===== src/hw/rtl/msa_pkg.sv =====
// package for the minimal set absorber: command and state codes, result beat type
// and the count saturation helper; no dependencies
`default_nettype none

package msa_pkg;

	localparam int MAX_RESULTS = 32;
	localparam int NW          = $clog2(MAX_RESULTS);

	typedef enum logic [1:0] {
		CMD_ADD   = 2'd0,
		CMD_CLEAR = 2'd1,
		CMD_DUMP  = 2'd2
	} cmd_t;

	typedef enum logic [2:0] {
		ST_IDLE,
		ST_SCAN,
		ST_TAIL,
		ST_FINISH,
		ST_RESP,
		ST_DUMP_RD,
		ST_DUMP_WR
	} state_t;

	typedef struct packed {
		logic        is_sub;
		logic        is_sup;
	} cmp_res_t;

	typedef struct packed {
		logic        accepted;
		logic [5:0]  removed_count;
		logic        table_full;
		logic [5:0]  entry_count;
		logic        entry_valid;
		logic [31:0] entry_mask;
		logic        last;
	} res_t;

	function automatic logic [5:0] sat6(input logic [7:0] v);
		return (v > 8'd63) ? 6'd63 : v[5:0];
	endfunction

endpackage

`default_nettype wire


===== src/hw/rtl/msa_cmp.sv =====
// shared subset / superset compare between the new set and one stored slot
// depends on msa_pkg
`default_nettype none

module msa_cmp import msa_pkg::*; #(
	parameter int W = 32
) (
	input  wire logic [W-1:0] new_set,
	input  wire logic [W-1:0] slot_set,
	output cmp_res_t          rel
);

	always_comb begin
		rel.is_sub = ((slot_set & ~new_set) == '0);
		rel.is_sup = ((new_set & ~slot_set) == '0);
	end

endmodule

`default_nettype wire


===== src/hw/rtl/msa_ctrl.sv =====
// sequencer for the minimal set absorber: slot memory, valid bits, slot scan,
// dump walk and result beat generation; depends on msa_pkg and msa_cmp
`default_nettype none

module msa_ctrl import msa_pkg::*; #(
	parameter int CAPACITY = 32,
	parameter int ELEMENTS = 32
) (
	input  wire logic        clk,
	input  wire logic        arst_n,
	input  wire logic        cmd_valid,
	input  wire logic [1:0]  command,
	input  wire logic [31:0] set_mask,
	output logic             cmd_stall,
	input  wire logic        res_free,
	output logic             res_load,
	output res_t             res
);

	localparam int MW = (ELEMENTS < 32) ? ELEMENTS : 32;
	localparam int IW = (CAPACITY > 1) ? $clog2(CAPACITY) : 1;
	localparam int CW = $clog2(CAPACITY + 1);

	state_t                state_q, state_d;
	logic [CAPACITY-1:0]   valid_q;
	logic [CW-1:0]         count_q;

	logic [MW-1:0]         mem [CAPACITY];
	logic [MW-1:0]         rdata_q;
	logic                  mem_re, mem_we;

	logic [MW-1:0]         s_q;
	logic [IW-1:0]         idx_q;
	logic                  rd_act_s1, rd_vld_s1;
	logic [IW-1:0]         rd_idx_s1;

	logic                  sub_found_q, free_found_q;
	logic [CAPACITY-1:0]   sup_bits_q;
	logic [CW-1:0]         removed_q;
	logic [IW-1:0]         free_idx_q;

	logic [CAPACITY-1:0]   rem_q;
	logic [NW-1:0]         n_q;

	logic [CAPACITY-1:0]   idx_onehot, free_onehot;
	logic                  dump_last, do_store;
	cmp_res_t              rel;
	logic                  hit_sub, hit_sup;

	msa_cmp #(.W(MW)) u_cmp (
		.new_set  (s_q),
		.slot_set (rdata_q),
		.rel      (rel)
	);

	assign idx_onehot  = {{(CAPACITY-1){1'b0}}, 1'b1} << idx_q;
	assign free_onehot = {{(CAPACITY-1){1'b0}}, 1'b1} << free_idx_q;
	assign dump_last   = ((rem_q & ~idx_onehot) == '0) || (n_q == NW'(MAX_RESULTS - 1));
	assign do_store    = !sub_found_q && free_found_q;
	assign hit_sub     = rd_vld_s1 && rel.is_sub;
	assign hit_sup     = rd_vld_s1 && rel.is_sup;
	assign cmd_stall   = (state_q != ST_IDLE);

	always_comb begin
		state_d  = state_q;
		res_load = 1'b0;
		res      = '0;
		mem_re   = 1'b0;
		mem_we   = 1'b0;
		case (state_q)
			ST_IDLE: begin
				if (cmd_valid) begin
					case (cmd_t'(command))
						CMD_ADD:   state_d = ST_SCAN;
						CMD_CLEAR: state_d = ST_RESP;
						CMD_DUMP:  state_d = (valid_q == '0) ? ST_RESP : ST_DUMP_RD;
						default:   state_d = ST_RESP;
					endcase
				end
			end
			ST_SCAN: begin
				mem_re = 1'b1;
				if (idx_q == IW'(CAPACITY - 1))
					state_d = ST_TAIL;
			end
			ST_TAIL: state_d = ST_FINISH;
			ST_FINISH: begin
				if (res_free) begin
					res_load          = 1'b1;
					mem_we            = do_store;
					res.accepted      = do_store;
					res.table_full    = !sub_found_q && !free_found_q;
					res.removed_count = sub_found_q ? 6'd0 : sat6(8'(removed_q));
					res.entry_count   = do_store ? sat6(8'(count_q - removed_q + CW'(1)))
					                             : sat6(8'(count_q));
					res.last          = 1'b1;
					state_d           = ST_IDLE;
				end
			end
			ST_RESP: begin
				if (res_free) begin
					res_load        = 1'b1;
					res.entry_count = sat6(8'(count_q));
					res.last        = 1'b1;
					state_d         = ST_IDLE;
				end
			end
			ST_DUMP_RD: begin
				if (rem_q[idx_q]) begin
					mem_re  = 1'b1;
					state_d = ST_DUMP_WR;
				end
			end
			ST_DUMP_WR: begin
				if (res_free) begin
					res_load        = 1'b1;
					res.entry_count = sat6(8'(count_q));
					res.entry_valid = 1'b1;
					res.entry_mask  = 32'(rdata_q);
					res.last        = dump_last;
					state_d         = dump_last ? ST_IDLE : ST_DUMP_RD;
				end
			end
			default: state_d = ST_IDLE;
		endcase
	end

	always_ff @(posedge clk or negedge arst_n) begin
		if (!arst_n) begin
			state_q   <= ST_IDLE;
			valid_q   <= '0;
			count_q   <= '0;
			rd_act_s1 <= 1'b0;
		end else begin
			state_q   <= state_d;
			rd_act_s1 <= (state_q == ST_SCAN);
			if (state_q == ST_IDLE && cmd_valid && cmd_t'(command) == CMD_CLEAR) begin
				valid_q <= '0;
				count_q <= '0;
			end else if (mem_we) begin
				valid_q <= (valid_q & ~sup_bits_q) | free_onehot;
				count_q <= count_q - removed_q + CW'(1);
			end
		end
	end

	// slot memory
	always_ff @(posedge clk) begin
		if (mem_we)
			mem[free_idx_q] <= s_q;
		if (mem_re)
			rdata_q <= mem[idx_q];
	end

	always_ff @(posedge clk) begin
		rd_vld_s1 <= valid_q[idx_q];
		rd_idx_s1 <= idx_q;
		case (state_q)
			ST_IDLE: begin
				if (cmd_valid) begin
					s_q          <= set_mask[MW-1:0];
					idx_q        <= '0;
					n_q          <= '0;
					rem_q        <= valid_q;
					sub_found_q  <= 1'b0;
					free_found_q <= 1'b0;
					sup_bits_q   <= '0;
					removed_q    <= '0;
				end
			end
			ST_SCAN: idx_q <= idx_q + IW'(1);
			ST_DUMP_RD: begin
				if (!rem_q[idx_q])
					idx_q <= idx_q + IW'(1);
			end
			ST_DUMP_WR: begin
				if (res_free) begin
					rem_q <= rem_q & ~idx_onehot;
					n_q   <= n_q + NW'(1);
					idx_q <= idx_q + IW'(1);
				end
			end
			default: ;
		endcase
		// compare stage, one slot per cycle in slot order
		if (rd_act_s1) begin
			if (hit_sub)
				sub_found_q <= 1'b1;
			if (hit_sup) begin
				sup_bits_q[rd_idx_s1] <= 1'b1;
				removed_q             <= removed_q + CW'(1);
			end
			if (!free_found_q && (!rd_vld_s1 || hit_sup)) begin
				free_found_q <= 1'b1;
				free_idx_q   <= rd_idx_s1;
			end
		end
	end

endmodule

`default_nettype wire


===== src/hw/rtl/minimal_set_absorber_core.sv =====
// top level of the minimal set absorber: result beat register around the sequencer
// depends on msa_pkg, msa_ctrl and msa_cmp
//
// usage
//   command channel: cmd_valid / cmd_stall carry command and set_mask; a beat is
//   taken when cmd_valid is high and cmd_stall is low. cmd_stall is high from the
//   beat until the last result beat of that command is loaded.
//   result channel: res_valid / res_stall; each result beat is held in an output
//   register until taken. a dump gives one beat per stored set (up to 32), the
//   final one with last set; every other command gives a single beat.
//   timing: add scans each slot once through one shared compare unit, one slot
//   per cycle from the slot memory, then waits for the output register to take
//   its result beat. clear and unknown commands go straight to their result
//   beat. a dump reads each stored set from the slot memory before loading its
//   beat and steps past empty slots; a dump of an empty table gives one beat.
//   a stalled receiver holds the output register; the sequencer waits before
//   loading the next beat and an add only updates the table as its result loads.
//   reset empties the table (valid bits and count cleared, slot memory left as is)
//   and clears both channels.
`default_nettype none

module minimal_set_absorber_core import msa_pkg::*; #(
	parameter int CAPACITY = 32,
	parameter int ELEMENTS = 32
) (
	input  wire logic        clk,
	input  wire logic        arst_n,
	input  wire logic        cmd_valid,
	output logic             cmd_stall,
	input  wire logic [1:0]  command,
	input  wire logic [31:0] set_mask,
	output logic             res_valid,
	input  wire logic        res_stall,
	output logic             accepted,
	output logic [5:0]       removed_count,
	output logic             table_full,
	output logic [5:0]       entry_count,
	output logic             entry_valid,
	output logic [31:0]      entry_mask,
	output logic             last
);

	logic res_valid_q;
	res_t res_q;
	res_t res;
	logic res_load, res_free;

	assign res_free = !res_valid_q || !res_stall;

	msa_ctrl #(.CAPACITY(CAPACITY), .ELEMENTS(ELEMENTS)) u_ctrl (
		.clk       (clk),
		.arst_n    (arst_n),
		.cmd_valid (cmd_valid),
		.command   (command),
		.set_mask  (set_mask),
		.cmd_stall (cmd_stall),
		.res_free  (res_free),
		.res_load  (res_load),
		.res       (res)
	);

	always_ff @(posedge clk or negedge arst_n) begin
		if (!arst_n)
			res_valid_q <= 1'b0;
		else if (res_load)
			res_valid_q <= 1'b1;
		else if (!res_stall)
			res_valid_q <= 1'b0;
	end

	always_ff @(posedge clk) begin
		if (res_load)
			res_q <= res;
	end

	assign res_valid     = res_valid_q;
	assign accepted      = res_q.accepted;
	assign removed_count = res_q.removed_count;
	assign table_full    = res_q.table_full;
	assign entry_count   = res_q.entry_count;
	assign entry_valid   = res_q.entry_valid;
	assign entry_mask    = res_q.entry_mask;
	assign last          = res_q.last;

	a_load_free: assert property (@(posedge clk) disable iff (!arst_n)
		res_load |-> (!res_valid || !res_stall))
		else $error("result loaded over a pending beat");

	a_idle_no_load: assert property (@(posedge clk) disable iff (!arst_n)
		!cmd_stall |-> !res_load)
		else $error("result loaded while idle");

	a_acc_full: assert property (@(posedge clk) disable iff (!arst_n)
		res_valid |-> !(accepted && table_full))
		else $error("add both stored and refused as full");

	a_dump_fields: assert property (@(posedge clk) disable iff (!arst_n)
		(res_valid && entry_valid) |-> (!accepted && !table_full && removed_count == 6'd0))
		else $error("dump beat carries add status");

endmodule

`default_nettype wire

===== config.mk =====
export PLATFORM = sky130hd
export DESIGN_NAME = minimal_set_absorber_core
export DESIGN_NICKNAME = d
export VERILOG_FILES = /design/src/hw/rtl/msa_pkg.sv /design/src/hw/rtl/msa_cmp.sv /design/src/hw/rtl/msa_ctrl.sv /design/src/hw/rtl/minimal_set_absorber_core.sv
export SDC_FILE = /design/constraint.sdc
export NUM_CORES = 1
export LEC_CHECK = 0
export ABC_AREA = 0
export BUFFER_PORTS_ARGS = -buffer_cell sky130_fd_sc_hd__buf_2
export CORE_ASPECT_RATIO = 0.75
export CORE_MARGIN = 2
export CORE_UTILIZATION = 43
export DETAILED_ROUTE_END_ITERATION = 10
export SLEW_MARGIN = 10
export SYNTH_ARGS = -nofsm -noshare
export SYNTH_HDL_FRONTEND = slang
export SYNTH_SLANG_ARGS = --single-unit

===== constraint.sdc =====
create_clock -name clk -period 5 [get_ports clk]
set_clock_uncertainty 0.05 [all_clocks]
set_input_delay 0.5 -clock clk [delete_from_list [all_inputs] [get_ports clk]]
set_output_delay 0.5 -clock clk [all_outputs]
set_load 0.01 [all_outputs]

-- Yosys cells after proc, flatten, opt, wreduce, memory -nomap -nowiden
Memory sizes are Yosys's and may differ from the RTL's. A register that Yosys moved wholly into a read port is not among the register bits.
Index checks and enable logic that the tools add are counted.
- memories kept: 1
- bits in registers: 216
- output and inout port bits: 50
- memory bits (writable): 1024
- shifts and indexed selects: 2
- $lt $le $gt $ge: 4
- muxes and demuxes: 61
- equal/unequal tests: 17
- bitwise logic cells: 12
- $add $sub $neg: 7
- reductions and logical operators: 36
- memories (memory ; words ; width ; read ports ; clocked after memory_dff ; write ports ; line ; source):
    u_ctrl.mem ; 32 ; 32 ; 1 ; 1 ; 1 ; msa_ctrl.sv:28 ; logic [MW-1:0] mem [CAPACITY];
- operator list (cell ; count):
    2-to-1 mux 32 bit ; 8
    bitwise AND 32 bit ; 4
    logical NOT 32 bit ; 4
    inverter 32 bit ; 4
    bitwise OR 32 bit ; 2
    one-hot mux 32 bit (2 select lines) ; 1
    << shifter 1 x 5 -> 32 bit (first input constant) ; 2
    2-to-1 mux 6 bit ; 10
    2-to-1 mux 40 bit ; 1
    2-to-1 mux 1 bit ; 21
    2-to-1 mux 5 bit ; 4
    one-hot mux 5 bit (4 select lines) ; 1
    2-to-1 mux 3 bit ; 6
    one-hot mux 3 bit (6 select lines) ; 1
    one-hot mux 6 bit (3 select lines) ; 1
    adder 6 x 1 -> 6 bit (second input constant) ; 2
    less-than comparator 5 x 6 -> 1 bit (second input constant) ; 2
    adder 5 x 1 -> 5 bit (second input constant) ; 2
    binary-select mux 1 bit (select 5 bit) ; 2
    == test 5 bit (second input constant) ; 2
    one-hot mux 5 bit (2 select lines) ; 1
    == test 3 bit (second input constant) ; 3
    adder 8 x 1 -> 8 bit (second input constant) ; 1
    > comparator 8 x 6 -> 1 bit (second input constant) ; 1
    other kinds (27) ; 53

-- Logic depth before layout (Yosys ltp)
- depth after elaboration: 8
- gate-level depth with buffers: 11

-- By module
A second synthesis with hierarchy kept.
- cells, all modules: 2474
- area total of the unflattened synthesis: 50164.4 sq um
- modules (own cells, without submodules) (module ; times used ; sequential area each (sq um) ; cells each ; area each (sq um)):
    msa_ctrl ; 1 ; 36054.6 ; 2349 ; 48260.0
    minimal_set_absorber_core ; 1 ; 1466.4 ; 51 ; 1477.7
    msa_cmp ; 1 ; 0.0 ; 74 ; 426.7

-- Least setup slack after synthesis
OpenSTA, ideal clock, no wires.
- path type: register to register
- from: register u_ctrl.state_q[2]
- to: register u_ctrl.n_q[0], enable pin
- stages on the path, launching flop included: 5
- arrival: 3.691 ns
- path buffers: 1
- path slack: 0.776 ns
- cells stage by stage: dfrtp_1 -> nor2b_1 -> nand2_1 -> clkbuf_1 -> o21ai_0
- word-level cells in the longest chain between the ends: 3
- ends and longest elaborated chain (element ; line ; source):
    from (decl) ; msa_ctrl.sv:24 ; state_t state_q, state_d;
    from (signal assigned) ; msa_ctrl.sv:135 ; state_q <= state_d;
    == test 3 bit / logical NOT 3 bit (equally long branches) ; msa_ctrl.sv:158 ; case (state_q)
    inequality test 2 bit (no source line) / nonzero test 2 bit (equally long branches) ; n/a ;
    AND reduction 3 bit (no source line) * ; n/a ;
    to (signal assigned) ; msa_ctrl.sv:179 ; n_q <= n_q + NW'(1);
    to (decl) ; msa_ctrl.sv:43 ; logic [NW-1:0] n_q;
Mark *: on every way between the ends. The rest lies on a longest branch, timed or not.
A chain may end at the register's enable or synchronous reset.

-- Worst setup path in the final report
- from: register u_ctrl.state_q[1]
- to: memory u_ctrl.mem[18][24] (netlist bit), enable pin
- word-level cells in the longest chain between the ends: 4
- ends and longest elaborated chain (element ; line ; source):
    == test 3 x 2 -> 1 bit ; msa_ctrl.sv:70 ; case (state_q)
    2-to-1 mux 1 bit ; msa_ctrl.sv:70 ;
    2-to-1 mux 1 bit ; msa_ctrl.sv:149 ; if (mem_we)
    2-to-1 mux 1 bit (not written as such) ; msa_ctrl.sv:150 ; mem[free_idx_q] <= s_q;
    to (decl) ; msa_ctrl.sv:28 ;
Every way passes these cells.

==> qor.csv <==
metric;value;unit
grt_start_max_net_pins;113;
die_height;300;um
synth_common_cells;1183 x sky130_fd_sc_hd__edfxtp_1, 338 x sky130_fd_sc_hd__mux4_2, 85 x sky130_fd_sc_hd__nand2_1;
synthCells;2471;
portBuffers;87;
setup_repair_after_global_routing_missed_its_margin;no;
synth_top_area_cell;sky130_fd_sc_hd__edfxtp_1;
holdCritPathClass;primary input to flip-flop;
synth.yosys.warnings;0;
ys_top_cells_by_area;sky130_fd_sc_hd__edfxtp_1 71%, sky130_fd_sc_hd__mux4_2 15%, sky130_fd_sc_hd__dfrtp_1 2.1%, sky130_fd_sc_hd__dfxtp_1 1.8%, sky130_fd_sc_hd__mux2_2 0.81%;
row_count;108;
whs;0.198;ns
total_routing_usage_reported_by_global_routing;23.0;%
timing.critical_path.cells;and3b_1 -> nand3_1 -> nor2_1 -> nand3b_1 -> nor2_4 -> buf_4;
hold_path_startpoint;command[0];
worst-path-max-fanout;18;
cts_made_buffers;120;
synth-edff-count;1183;
synth_seq_cells;1272;
multi_input_gate_area_in_the_final_layout;0.0123;mm^2
synth_async_sr_flop_share;3.38;%
layout-area-overhead-vs-synth;14.8;%
post_synth.cell_area_avg;20.4;um^2
clkSinkCount;1272;
detail_route.drc_violations;0;
final_hold_violation_count;0;
max_clk_rate;0.252;GHz
final_max_tran_viols;0;
register_area;0.0375;mm^2
core;0.116;mm^2
vdd_drop_max;0.358;mV
clockBufferDepth;3;
cp_endpoint_kind;flip-flop;
htreeDepth;3;
max-cap-violations;0;
drt_wirelength;136;mm
synth_nets;2537;
effective_utilization_at_floorplan;43.4;%
worstMarginPinSlew;1.10;ns
core_occupancy_in_the_finished_layout;49.8;%
grt_first_pass_wirelength;194;mm
final_layout_size_suffix_gt1_share;28.3;%
fin_tns_setup;0;ns
drt_iter0_drc;3627;
timing.critical_path.from_type;flip-flop;
top_area_cell_type_share_of_the_netlist_area;70.6;%
avgViaCountPerCell;6.03;
cts_tree;yes;
maxSlewHeadroom;26.6;%
globalplace.congestion;0.893;
ctsHoldBuffers;34;
vias;26100;
crit_required;5.34;ns
crit_start;u_ctrl.state_q[1];
die_w;399;um
ioPinCount;88;
floorplan.die_area;0.120;mm^2
power_per_cell_area;560;mW/mm^2
avg_wl_per_cell;31.5;um
first_global_vias;25900;
clkLatencyLatePin;0.74;ns
syn-cell-area;0.0503;mm^2
worstSetupPathType;flip-flop to flip-flop;
power.total;32400;uW
initial_antenna_violation_count;4;
p_leak;0.0185;uW
report.final.setup_viol;0;
post-dp-hpwl;86.6;mm
nNetsFinal;2753;
worst_ep_arrival_time;4.30;ns
cp_buf_inv_count;1;
synth-main-ff-cell;sky130_fd_sc_hd__edfxtp_1;
timing.final.crit_share;79.2;%
cts-root-buf;sky130_fd_sc_hd__clkbuf_16;
critical_path.top_delay_family;simple AND/OR/NAND/NOR gates;
ys_types;74;
grt-ovfl-total;0;
drt_first_pass_iters;6;
cts_setup_buffers;0;
cpPeakStageDelay;0.71;ns
worst_r2r_startpoint;u_ctrl.state_q[1];
yosysSeqAreaShare;74.5;%
fillers;9255;
final_min_period;3.96;ns
outcome;complete, no violations;
library_cell_with_the_highest_instance_count_after_synthesis;sky130_fd_sc_hd__edfxtp_1;
cts.clk_slew.worst_paths;0.06;ns
cts_resized;0;
cp_slowest_cell;sky130_fd_sc_hd__nor2_4;
route.antenna.remaining_nets;0;
worst paths after layout:
| check | endpoint | slack (ns) | cells past startpoint |
|---|---|---|---|
| max reg2reg | u_ctrl.mem[18][24] | 1.04 | 6 |
| min reg2reg | u_ctrl.sup_bits_q[5] | 0.40 | 2 |
| max | u_ctrl.mem[18][24] | 1.04 | 6 |
| min | u_ctrl.state_q[2] | 0.20 | 5 |
| min in group asynchronous | u_ctrl.state_q[2] | 0.36 | 3 |
| max in group asynchronous | u_ctrl.valid_q[19] | 4.05 | 3 |
cells by family (layout without fill, tap and decap cells):
| kind of cell | Yosys count | count (layout) | synth area share, % |
|---|---|---|---|
| buf+inv | 187 | 507 | 1.57 |
| mux | 377 | 377 | 16.0 |
| xor+xnor | 13 | 13 | 0.226 |
| fa+ha+maj | 28 | 28 | 0.771 |
| flops | 1272 | 1272 | 74.5 |
| other cells | 0 | 1 | 0 |
| simple gates | 331 | 331 | 3.42 |
| compound gates | 263 | 263 | 3.50 |
where the power goes:
group	switching, uW	internal (uW)
registers	1050	12900
clock network	4010	5280
logic	5110	4010
layout make-up:
| class | instances | share of cell area (%) |
|---|---|---|
| repair buffers | 222 | 3.08 |
| clock buffers | 146 | 5.53 |
| flip-flops and latches | 1272 | 64.9 |
| clock inverters | 80 | 1.44 |
| multi-input cells | 1012 | 21.3 |
| inverters | 59 | 0.392 |
| well taps | 1540 | 3.33 |
| diodes | 1 | 0.00433 |
flip-flops by register name, summed over array words and instances (netlist names), 3 cells and up:
signal             flops
u_ctrl.s_q            32
u_ctrl.mem          1024
removed_count          6
u_ctrl.sup_bits_q     32
entry_mask            32
u_ctrl.valid_q        32
u_ctrl.n_q             5
u_ctrl.rem_q          32
u_ctrl.count_q         6
u_ctrl.free_idx_q      5
u_ctrl.rdata_q        32
u_ctrl.state_q         3
entry_count            6
u_ctrl.idx_q           5
u_ctrl.removed_q       6
u_ctrl.rd_idx_s1       5
layout by cell type, fill, tap and decap left out, types with 24 or more instances in the layout:
cell type | Yosys | layout
sky130_fd_sc_hd__mux2_2 | 36 | 36
sky130_fd_sc_hd__dfrtp_1 | 43 | 43
sky130_fd_sc_hd__o21ai_1 | 26 | 26
sky130_fd_sc_hd__inv_1 | 58 | 57
sky130_fd_sc_hd__o21a_1 | 37 | 37
sky130_fd_sc_hd__buf_4 | 2 | 82
sky130_fd_sc_hd__clkinv_2 | 0 | 24
sky130_fd_sc_hd__nor2_4 | 0 | 33
sky130_fd_sc_hd__o21ai_0 | 74 | 73
sky130_fd_sc_hd__edfxtp_1 | 1183 | 1183
sky130_fd_sc_hd__nor3_1 | 29 | 29
sky130_fd_sc_hd__clkbuf_16 | 0 | 123
sky130_fd_sc_hd__dfxtp_1 | 46 | 46
sky130_fd_sc_hd__nand2b_1 | 33 | 33
sky130_fd_sc_hd__dlygate4sd3_1 | 0 | 34
sky130_fd_sc_hd__nand2_1 | 85 | 84
sky130_fd_sc_hd__a21boi_0 | 32 | 32
sky130_fd_sc_hd__buf_2 | 45 | 87
sky130_fd_sc_hd__nor2_1 | 60 | 27
sky130_fd_sc_hd__mux4_2 | 338 | 338
per-stage QoR:
stage               worst slack [ns]  instances  area (um^2)
floorplan                      0.776       2471        50300
detailed placement              1.08       4070        53400
CTS                             1.07       4330        57800
global placement                1.14       4070        53400
global route                   0.841       4331        57800
finish                          1.04       4332        57800
worst register-to-register path, delay by kind of cell, from the launching register on:
kind	cells	cell delay, ns
AND/OR/NAND/NOR	5	2.47
flip-flops	1	0.63
buffers and inverters	1	0.46
metal layers:
metal / track usage (%) / share of wire [%] / vias up
li1: - / - / 10600
met1: 34.0 / 42 / 13900
met2: 33.5 / 44 / 1380
met3: 7.77 / 11 / 190
met4: 4.87 / 2.1 / 6
met5: 0 / 0.19 / -
Note: power is estimated with default switching activity, not from simulation.
